`config.mk`:
```
export PLATFORM = sky130hd
export DESIGN_NAME = newton_square_root_flat
export DESIGN_NICKNAME = d
export VERILOG_FILES = /design/src/rtl/nsr_pkg.sv /design/src/rtl/nsr_if.sv /design/src/rtl/nsr_div.sv /design/src/rtl/newton_square_root.sv /design/src/flat_wrapper.sv
export SDC_FILE = /design/constraint.sdc
export NUM_CORES = 2
export LEC_CHECK = 0
export BUFFER_PORTS_ARGS = -buffer_cell sky130_fd_sc_hd__buf_2
export CORE_MARGIN = 8
export CORE_UTILIZATION = 60
export CTS_BUF_LIST = sky130_fd_sc_hd__clkbuf_2
export DETAILED_ROUTE_END_ITERATION = 16
export PLACE_DENSITY = 0.77
export SYNTH_ARGS = -nofsm -noshare
export SYNTH_HDL_FRONTEND = slang
export SYNTH_HIERARCHICAL = 1
export SYNTH_SLANG_ARGS = --single-unit
```
`constraint.sdc`:
```
create_clock -name clk -period 20.8 [get_ports clk]
set_input_delay 3.12 -clock clk [delete_from_list [all_inputs] [get_ports clk]]
set_output_delay 3.12 -clock clk [all_outputs]
set_load 0.02 [all_outputs]
```
`src/rtl/nsr_pkg.sv`:
```
// Shared constants and types for the Newton-Raphson square root block.
package nsr_pkg;

  localparam int FRAC_BITS_DEFAULT = 16;

  localparam int VALUE_W = 32;
  localparam int GUESS_W = 32;
  localparam int PROD_W  = 2 * GUESS_W;
  localparam int ROOT_W  = 24;
  localparam int TOL_W   = 16;
  localparam int ITER_W  = 6;

  localparam int CFG_INDEX_W = 1;
  localparam int CFG_DATA_W  = 16;

  localparam logic [CFG_INDEX_W-1:0] REG_TOLERANCE      = 1'b0;
  localparam logic [CFG_INDEX_W-1:0] REG_MAX_ITERATIONS = 1'b1;

  localparam logic [TOL_W-1:0]  TOLERANCE_RESET      = 16'd1;
  localparam logic [ITER_W-1:0] MAX_ITERATIONS_RESET = 6'd32;

  localparam logic [ROOT_W-1:0] ROOT_MAX = {ROOT_W{1'b1}};

  // Status of the divider as seen by the sequencer.
  typedef struct packed {
    logic busy;
    logic done;
  } nsr_div_stat_t;

endpackage

```
`src/rtl/nsr_if.sv`:
```
// Handshake interfaces for the operand and result channels.
interface nsr_in_if
  import nsr_pkg::*;
  ();
  logic                      valid;
  logic                      ready;
  logic signed [VALUE_W-1:0] value;

  modport source (output valid, output value, input ready);
  modport sink   (input valid, input value, output ready);
endinterface

interface nsr_out_if
  import nsr_pkg::*;
  ();
  logic              valid;
  logic              ready;
  logic [ROOT_W-1:0] root;
  logic              negative_error;
  logic              not_converged;
  logic [ITER_W-1:0] steps_taken;

  modport source (output valid, output root, output negative_error,
                  output not_converged, output steps_taken, input ready);
  modport sink   (input valid, input root, input negative_error,
                  input not_converged, input steps_taken, output ready);
endinterface

```
`src/rtl/nsr_div.sv`:
```
// Restoring shift-subtract divider, one quotient bit per cycle.
module nsr_div
  import nsr_pkg::*;
#(
  parameter int DIVIDEND_W = 47,
  parameter int DIVISOR_W  = 32
) (
  input  logic                  clk,
  input  logic                  rst,
  input  logic                  start,
  input  logic [DIVIDEND_W-1:0] dividend,
  input  logic [DIVISOR_W-1:0]  divisor,
  output logic [DIVIDEND_W-1:0] quotient,
  output nsr_div_stat_t         stat
);

  localparam int CNT_W = $clog2(DIVIDEND_W + 1);

  logic [DIVIDEND_W-1:0] quo;
  logic [DIVISOR_W-1:0]  rem;
  logic [DIVISOR_W-1:0]  dvs;
  logic [CNT_W-1:0]      count;
  logic                  busy;
  logic                  done;

  logic [DIVISOR_W:0]    trial;
  logic [DIVISOR_W:0]    trial_diff;
  logic                  fits;

  assign trial      = {rem, quo[DIVIDEND_W-1]};
  assign trial_diff = trial - {1'b0, dvs};
  assign fits       = trial >= {1'b0, dvs};

  always_ff @(posedge clk) begin
    if (rst) begin
      busy  <= 1'b0;
      done  <= 1'b0;
      count <= '0;
    end else begin
      done <= 1'b0;
      if (start) begin
        busy  <= 1'b1;
        count <= CNT_W'(DIVIDEND_W);
      end else if (busy) begin
        count <= count - CNT_W'(1);
        if (count == CNT_W'(1)) begin
          busy <= 1'b0;
          done <= 1'b1;
        end
      end
    end
  end

  // Dividend bits shift out at the top while quotient bits shift in at the bottom.
  always_ff @(posedge clk) begin
    if (start) begin
      quo <= dividend;
      rem <= '0;
      dvs <= divisor;
    end else if (busy) begin
      quo <= {quo[DIVIDEND_W-2:0], fits};
      rem <= fits ? trial_diff[DIVISOR_W-1:0] : trial[DIVISOR_W-1:0];
    end
  end

  assign quotient  = quo;
  assign stat.busy = busy;
  assign stat.done = done;

endmodule

```
`src/rtl/newton_square_root.sv`:
```
// Top level of the Newton-Raphson fixed-point square root block.
//
//   channel   dir  handshake            payload
//   operand   in   valid / ready        value (signed, FRAC_BITS fraction bits)
//   result    out  valid / ready        root, negative_error, not_converged,
//                                       steps_taken
//   cfg       in   cfg_we (no wait)     cfg_index, cfg_data
//
// One item is worked at a time; operand.ready is high only while the sequencer
// is idle. Most of each Newton step is spent in the bit-serial divider, which
// produces one quotient bit per cycle of the (31 + FRAC_BITS)-bit dividend
// (47 bits at Q16.16). On top of the steps come the first square, the final
// residual test and the output write. A negative operand goes from idle
// straight to the done state and skips the iteration.
// Reset is synchronous and active high; it returns the registers to their
// reset values and drops any item in flight. The result sits in an output
// register, so a stalled result only holds back the next item's final write.

module newton_square_root
  import nsr_pkg::*;
#(
  parameter int FRAC_BITS = FRAC_BITS_DEFAULT
) (
  input  logic                   clk,
  input  logic                   rst,
  nsr_in_if.sink                 operand,
  nsr_out_if.source              result,
  input  logic                   cfg_we,
  input  logic [CFG_INDEX_W-1:0] cfg_index,
  input  logic [CFG_DATA_W-1:0]  cfg_data
);

  // Operand is non-negative once it gets to the iteration, so 31 bits suffice.
  localparam int RAW_W      = VALUE_W - 1;
  localparam int DIVIDEND_W = RAW_W + FRAC_BITS;
  localparam int SQ_W       = PROD_W - FRAC_BITS;

  typedef enum logic [5:0] {
    S_IDLE   = 6'b000001,
    S_SQUARE = 6'b000010,
    S_CHECK  = 6'b000100,
    S_DIVIDE = 6'b001000,
    S_UPDATE = 6'b010000,
    S_DONE   = 6'b100000
  } state_t;

  state_t state;

  // Configuration registers.
  logic [TOL_W-1:0]  tolerance;
  logic [ITER_W-1:0] max_iterations;

  // Working registers for the item in flight.
  logic [RAW_W-1:0]   raw;
  logic [GUESS_W-1:0] guess;
  logic [PROD_W-1:0]  prod;
  logic [ITER_W-1:0]  steps;
  logic               neg_flag;
  logic               conv_flag;

  // Output register.
  logic              out_valid;
  logic [ROOT_W-1:0] out_root;
  logic              out_neg;
  logic              out_nconv;
  logic [ITER_W-1:0] out_steps;

  // Divider hookup.
  logic                  div_start;
  logic [DIVIDEND_W-1:0] div_dividend;
  logic [DIVIDEND_W-1:0] div_quotient;
  nsr_div_stat_t         div_stat;

  // Residual test on the registered square.
  logic [SQ_W-1:0] sq;
  logic [SQ_W-1:0] raw_ext;
  logic [SQ_W-1:0] residual;
  logic            converged;
  logic            cap_hit;

  // Guess update.
  logic [DIVIDEND_W:0]   upd_sum;
  logic [DIVIDEND_W-1:0] upd_half;
  logic [GUESS_W-1:0]    guess_next;

  logic in_fire;
  logic out_free;

  assign in_fire  = operand.valid && operand.ready;
  assign out_free = !out_valid || result.ready;

  assign operand.ready = (state == S_IDLE);

  // The square is truncated to FRAC_BITS fraction bits, as is the operand.
  assign sq        = prod[PROD_W-1:FRAC_BITS];
  assign raw_ext   = SQ_W'(raw);
  assign residual  = (sq >= raw_ext) ? (sq - raw_ext) : (raw_ext - sq);
  assign converged = residual < SQ_W'(tolerance);
  assign cap_hit   = steps >= max_iterations;

  assign div_dividend = {raw, {FRAC_BITS{1'b0}}};
  assign div_start    = (state == S_CHECK) && !converged && !cap_hit;

  // New guess is the mean of quotient and old guess, held inside
  // [1, 2**GUESS_W - 1] so the next division never sees a zero divisor.
  assign upd_sum  = {1'b0, div_quotient} + (DIVIDEND_W+1)'(guess);
  assign upd_half = upd_sum[DIVIDEND_W:1];

  always_comb begin
    if (upd_half[DIVIDEND_W-1:GUESS_W] != '0) begin
      guess_next = {GUESS_W{1'b1}};
    end else if (upd_half == '0) begin
      guess_next = GUESS_W'(1);
    end else begin
      guess_next = upd_half[GUESS_W-1:0];
    end
  end

  nsr_div #(
    .DIVIDEND_W (DIVIDEND_W),
    .DIVISOR_W  (GUESS_W)
  ) u_div (
    .clk      (clk),
    .rst      (rst),
    .start    (div_start),
    .dividend (div_dividend),
    .divisor  (guess),
    .quotient (div_quotient),
    .stat     (div_stat)
  );

  // Configuration writes must arrive only while the block is idle; the block does not enforce it.
  always_ff @(posedge clk) begin
    if (rst) begin
      tolerance      <= TOLERANCE_RESET;
      max_iterations <= MAX_ITERATIONS_RESET;
    end else if (cfg_we) begin
      case (cfg_index)
        REG_TOLERANCE:      tolerance      <= cfg_data[TOL_W-1:0];
        REG_MAX_ITERATIONS: max_iterations <= cfg_data[ITER_W-1:0];
        default: ;
      endcase
    end
  end

  // Sequencer: square, test, divide, update, repeat to convergence or cap; negatives skip to done.
  always_ff @(posedge clk) begin
    if (rst) begin
      state <= S_IDLE;
    end else begin
      case (state)
        S_IDLE: begin
          if (in_fire) begin
            state <= operand.value[VALUE_W-1] ? S_DONE : S_SQUARE;
          end
        end
        S_SQUARE: state <= S_CHECK;
        S_CHECK: begin
          state <= (converged || cap_hit) ? S_DONE : S_DIVIDE;
        end
        S_DIVIDE: begin
          if (div_stat.done) begin
            state <= S_UPDATE;
          end
        end
        S_UPDATE: state <= S_SQUARE;
        S_DONE: begin
          if (out_free) begin
            state <= S_IDLE;
          end
        end
        default: state <= S_IDLE;
      endcase
    end
  end

  // Datapath registers follow the sequencer; they need no reset.
  always_ff @(posedge clk) begin
    if (in_fire) begin
      raw       <= operand.value[RAW_W-1:0];
      neg_flag  <= operand.value[VALUE_W-1];
      guess     <= GUESS_W'(1) << FRAC_BITS;
      steps     <= '0;
      conv_flag <= 1'b0;
    end
    if (state == S_SQUARE) begin
      prod <= PROD_W'(guess) * PROD_W'(guess);
    end
    if (state == S_CHECK) begin
      conv_flag <= converged;
    end
    if (state == S_UPDATE) begin
      guess <= guess_next;
      steps <= steps + ITER_W'(1);
    end
  end

  // Output register; a result taken this cycle makes room for the next one.
  always_ff @(posedge clk) begin
    if (rst) begin
      out_valid <= 1'b0;
    end else if (state == S_DONE && out_free) begin
      out_valid <= 1'b1;
    end else if (result.ready) begin
      out_valid <= 1'b0;
    end
  end

  always_ff @(posedge clk) begin
    if (state == S_DONE && out_free) begin
      if (neg_flag) begin
        out_root  <= '0;
        out_nconv <= 1'b0;
        out_steps <= '0;
      end else begin
        out_root  <= (guess[GUESS_W-1:ROOT_W] != '0) ? ROOT_MAX : guess[ROOT_W-1:0];
        out_nconv <= !conv_flag;
        out_steps <= steps;
      end
      out_neg <= neg_flag;
    end
  end

  assign result.valid          = out_valid;
  assign result.root           = out_root;
  assign result.negative_error = out_neg;
  assign result.not_converged  = out_nconv;
  assign result.steps_taken    = out_steps;

endmodule

```
`src/flat_wrapper.sv`:
```
// flat-port wrapper written by rule: the top's interface ports become plain ports
module newton_square_root_flat import nsr_pkg::*;
#(
  parameter int FRAC_BITS = FRAC_BITS_DEFAULT
)
  (clk, rst, cfg_we, cfg_index, cfg_data, operand_valid, operand_value, operand_ready, result_valid, result_root, result_negative_error, result_not_converged, result_steps_taken, result_ready);
  nsr_in_if operand_i ();
  nsr_out_if result_i ();
  input  logic clk;
  input  logic rst;
  input  logic cfg_we;
  input  logic [CFG_INDEX_W-1:0] cfg_index;
  input  logic [CFG_DATA_W-1:0] cfg_data;
  input wire logic [$bits(operand_i.valid)-1:0] operand_valid;
  input wire logic [$bits(operand_i.value)-1:0] operand_value;
  output wire logic [$bits(operand_i.ready)-1:0] operand_ready;
  output wire logic [$bits(result_i.valid)-1:0] result_valid;
  output wire logic [$bits(result_i.root)-1:0] result_root;
  output wire logic [$bits(result_i.negative_error)-1:0] result_negative_error;
  output wire logic [$bits(result_i.not_converged)-1:0] result_not_converged;
  output wire logic [$bits(result_i.steps_taken)-1:0] result_steps_taken;
  input wire logic [$bits(result_i.ready)-1:0] result_ready;
  assign operand_i.valid = operand_valid;
  assign operand_i.value = operand_value;
  assign operand_ready = operand_i.ready;
  assign result_valid = result_i.valid;
  assign result_root = result_i.root;
  assign result_negative_error = result_i.negative_error;
  assign result_not_converged = result_i.not_converged;
  assign result_steps_taken = result_i.steps_taken;
  assign result_i.ready = result_ready;
  newton_square_root #(.FRAC_BITS(FRAC_BITS)) u_core (.clk(clk), .rst(rst), .operand(operand_i), .result(result_i), .cfg_we(cfg_we), .cfg_index(cfg_index), .cfg_data(cfg_data));
endmodule
```
# After elaboration in Yosys (flattened, before gate mapping)
# Index checks and enable logic that the tools add are counted.
dict set report totals {
  regBits 315
  inputBits 54
  output_inout_bits 34
  word_cells 94
}
dict set report op_classes {
  addsub 6
  n_mul 1
  magnitude_cmp 4
  n_eq_ne 10
  muxes 27
  n_bitwise 2
  n_reduce_logical 22
}
# op n
set ops {}
lappend ops {{two-way mux 32 bit} 5}
lappend ops {{two-way mux 47 bit} 2}
lappend ops {{multiplier 32 x 32 -> 64 bit} 1}
lappend ops {{two-way mux 6 bit} 9}
lappend ops {{adder 47 x 32 -> 48 bit} 1}
lappend ops {{>= comparator 48 x 31 -> 1 bit} 1}
lappend ops {{less-than comparator 48 x 16 -> 1 bit} 1}
lappend ops {{two-way mux 48 bit} 1}
lappend ops {{subtractor 31 x 48 -> 48 bit} 1}
lappend ops {{subtractor 48 x 31 -> 48 bit} 1}
lappend ops {{logical NOT 47 bit} 1}
lappend ops {{one-hot mux 6 bit (6 select lines)} 1}
lappend ops {{>= comparator 33 x 32 -> 1 bit} 1}
lappend ops {{subtractor 32 bit} 1}
lappend ops {{two-way mux 24 bit} 1}
lappend ops {{nonzero test 15 bit} 1}
lappend ops {{equality test 6 x 1 -> 1 bit, second input constant} 2}
lappend ops {{two-way mux 1 bit} 8}
lappend ops {{nonzero test 2 bit} 4}
lappend ops {{nonzero test 8 bit} 1}
lappend ops {{adder 6 x 1 -> 6 bit, second input constant} 1}
lappend ops {{equality test 6 x 2 -> 1 bit, second input constant} 1}
lappend ops {{equality test 6 x 3 -> 1 bit, second input constant} 1}
lappend ops {{equality test 6 x 4 -> 1 bit, second input constant} 1}
lappend ops {{other kinds (14)} 24}

# Logic depth before layout (Yosys ltp)
dict set report depth {
  word_depth 7
  ltp_mapped 34
  mapped_depth_nobuf 30
}

# Cells and area by module
# The synthesis kept the hierarchy.
# module instances cells_per_inst area_each_um2 seq_area_each_um2
set modules_own_cells {}
lappend modules_own_cells {newton_square_root 1 4432 41194.5 5114.9}
lappend modules_own_cells {nsr_div 1 643 6851.6 3173.0}

# Least setup slack after synthesis
# OpenSTA, ideal clock, no wires.
dict set report synth_timing {
  kind {reg2reg}
  start {reg u_core.guess[2]}
  end {reg u_core.prod[63] (data pin)}
  setup_ps 259
  arrival_ps 7992
  required_ps 20541
  setup_slack_ps 12549
  stages_incl_launch_ff 30
  path_buffers 2
  synth_period_minus_slack_ps 8251
  cell_sequence {edfxtp_1 -> clkbuf_1 -> clkbuf_1 -> nand2_1 -> fa_1 -> inv_1 -> fa_1 -> inv_1 -> fa_1 -> fa_1 -> inv_1 -> fa_1 -> inv_1 -> fa_1 -> inv_1 -> fa_1 -> fa_1 -> ha_1 -> a21o_1 -> o21bai_1 -> a221oi_1 -> nand2_1 -> o2111ai_1 -> a21oi_1 -> a41oi_1 -> o21ai_0 -> a221o_1 -> a21o_1 -> a21oi_1 -> xnor2_1}
}
dict set report synth_via {
  elab_chain_len 1
}
# element line_no
set synth_lines {}
lappend synth_lines {{start: declaration} newton_square_root.sv:55} ;# logic [GUESS_W-1:0] guess;
lappend synth_lines {{start signal: assignment} newton_square_root.sv:182} ;# guess <= GUESS_W'(1) << FRAC_BITS;
lappend synth_lines {{start signal: assignment} newton_square_root.sv:193} ;# guess <= guess_next;
lappend synth_lines {{multiplier 32 x 32 -> 64 bit} newton_square_root.sv:187} ;# prod <= PROD_W'(guess) * PROD_W'(guess);
lappend synth_lines {{end signal: assignment} newton_square_root.sv:187}
lappend synth_lines {{end: declaration} newton_square_root.sv:56} ;# logic [PROD_W-1:0] prod;
# No other way between the ends.
# A chain may end at the register's enable or synchronous reset.

# Final worst setup path
dict set report layout_timing {
  start {reg u_core.guess[5]}
  end {reg u_core.prod[63] (data pin)}
}
# The elaborated chain is that of the path after synthesis.

==> results.py <==
metrics = {
    "outcome": {
        "run_status": "complete, no violations",
    },
    "worst_setup_path": {
        "rrSetupSlack_ns": 10.82,
        "slowest_delay_ns": 0.92,
        "worst_path_most_repeated_cell": "fa_1",
        "worst-setup-path-type": "register to register",
        "cp_slowest_cell": "edfxtp_1",
        "critPathCaptureType": "register",
        "start_kind": "register",
        "required_ns": 21.59,
        "cp_max_fo": 21,
        "crit_buf_inv": 6,
        "critical_path.top_delay_family": "adder cells",
        "cp.arrival_ns": 10.77,
    },
    "timing": {
        "rsz0062_at_grt": "false",
        "setup_violations": 0,
        "hold_viol_final": 0,
        "post-route-min-period_ns": 9.981,
        "tightestPinTransition_ns": 1.127,
        "max_freq_mhz": 100.2,
        "fin_setup_tns_ns": 0,
        "fin_skew_ns": 0.1384,
        "slew_viol_final": 0,
        "post-route-period-util": 0.4798,
        "relSlewSlack": 0.2473,
    },
    "clock_network": {
        "clk_path_buf_depth": 3,
        "clk_pin_slew_ns": 0.11,
        "cts_hold_buf": 0,
        "cts_sinks": 299,
        "ctsResizeCount": 0,
        "numCtsBuffers": 77,
        "htreeDepth": 3,
        "cts_tree": "yes",
        "root_buffer": "clkbuf_2",
        "cts_setup_buffers": 0,
        "worstSkewPairLatency_ns": 1.08,
    },
    "global_route": {
        "grt_pass1_wl_um": 205700,
        "antenna_found_initial": 11,
        "overflow": 0,
        "grt_max_degree": 74,
        "grt_use_total": 0.2890,
        "grt_pass1_vias": 38082,
    },
    "floorplan": {
        "initial_core_util": 0.6071,
        "core-area_um2": 79130,
        "die_x_um": 299.0,
        "die-area_um2": 89370,
        "rows": 103,
        "die_height_um": 299.0,
        "io_pins": 88,
    },
    "synth": {
        "syn_inst": 5074,
        "netlist_area_um2": 48040,
        "synth_warnings": 6,
        "avgSynthCellArea_um2": 9.468,
    },
    "detailed_routing": {
        "drt.antenna.violating_nets": 0,
        "drc": 0,
        "wire_per_inst_um": 20.68,
        "num_vias": 36182,
        "first_pass_iters": 6,
        "vias_per_cell": 5.820,
        "drt_iter0_drc": 2935,
        "routed_wl_um": 128600,
    },
    "cells_and_area": {
        "fin_nets": 6394,
        "drive_gt1_frac": 0.07241,
        "area_growth_pct": 4.355,
    },
    "job": {
        "cap_viol_max_count": 0,
    },
    "placement": {
        "place.gp.congestion": 0.9884,
        "port_buffers": 87,
        "dpl.hpwl_um": 99680,
    },
    "min_path": {
        "hold_path.class": "register to register",
    },
}
## layer usage
metal	routed length, um	part of all wire	GRT usage
met1	50030	0.39	0.3795
met3	12840	0.10	0.05639
met4	6417	0.050	0.1319
met2	59240	0.46	0.4639
met5	27	0.00021	0
## worst register-to-register path: cells and delay by family, from the launching register on
family,cells,cell delay (ns)
adders and majority gates,9,4.28
DFF,1,0.92
AOI/OAI and AO/OA,10,3.48
xor gates and xnor gates,1,0.09
buffers and inverters,6,0.68
and+or+nand+nor,2,0.29
## registers in the layout (all words and copies together) (netlist names), 6 cells and up
register,flops
u_core/prod,48
u_core/u_div/quotient,47
u_core/guess,32
u_core/u_div/dvs,32
u_core/u_div/rem,32
u_core/raw,31
u_core/result.root,24
u_core/tolerance,16
u_core/max_iterations,6
u_core/result.steps_taken,6
u_core/state,6
u_core/steps,6
u_core/u_div/count,6
## cells in the final DEF (no fill, tap or decap), drive strengths merged, types with 43 or more instances in the layout
cell type  instances
mux2              52
and2             244
nand3             48
edfxtp           230
dfxtp             69
inv             1143
nor2             211
buf              133
nand4             43
clkbuf           107
xnor2             97
a21o              77
xor2              74
nor3              43
nand2            450
ha               442
o21ai            126
a21oi            257
fa               795
## path summary, 6_finish.rpt
kind | depth (start not counted) | start | end
worst max-delay path | 28 | u_core/guess[5] | u_core/prod[63]
worst min-delay path | 2 | u_core/tolerance[13] | u_core/tolerance[13]
worst max register to register | 28 | u_core/guess[5] | u_core/prod[63]
worst min register to register | 2 | u_core/tolerance[13] | u_core/tolerance[13]
## through the flow
step	setup slack, ns	hold WS, ns	area [um2]	std cells	util
after floorplan	12.55	0.4244	48090	5089	-
after global placement	11.26	0.4421	49370	6074	0.6239
after detailed placement	11.06	0.4452	49370	6074	0.6239
after CTS	11.06	0.4607	50130	6215	0.6335
after global routing	10.53	0.4831	50130	6216	0.6335
final	10.82	0.4606	50130	6217	0.6335
## layout make-up
type / instances / area (um2)
antenna: 2 / 5.005
clock buffer: 107 / 535.5
clock inverter: 34 / 220.2
fill: 6532 / 29000
inverter: 1144 / 4297
multi-input combinational: 3448 / 34690
sequential: 299 / 8289
tap: 1050 / 1314
timing repair buffer: 133 / 780.7
Power is left out: the tool's default activity adds up to more than one toggle a clock period on the data nets, which glitch-free logic cannot reach.
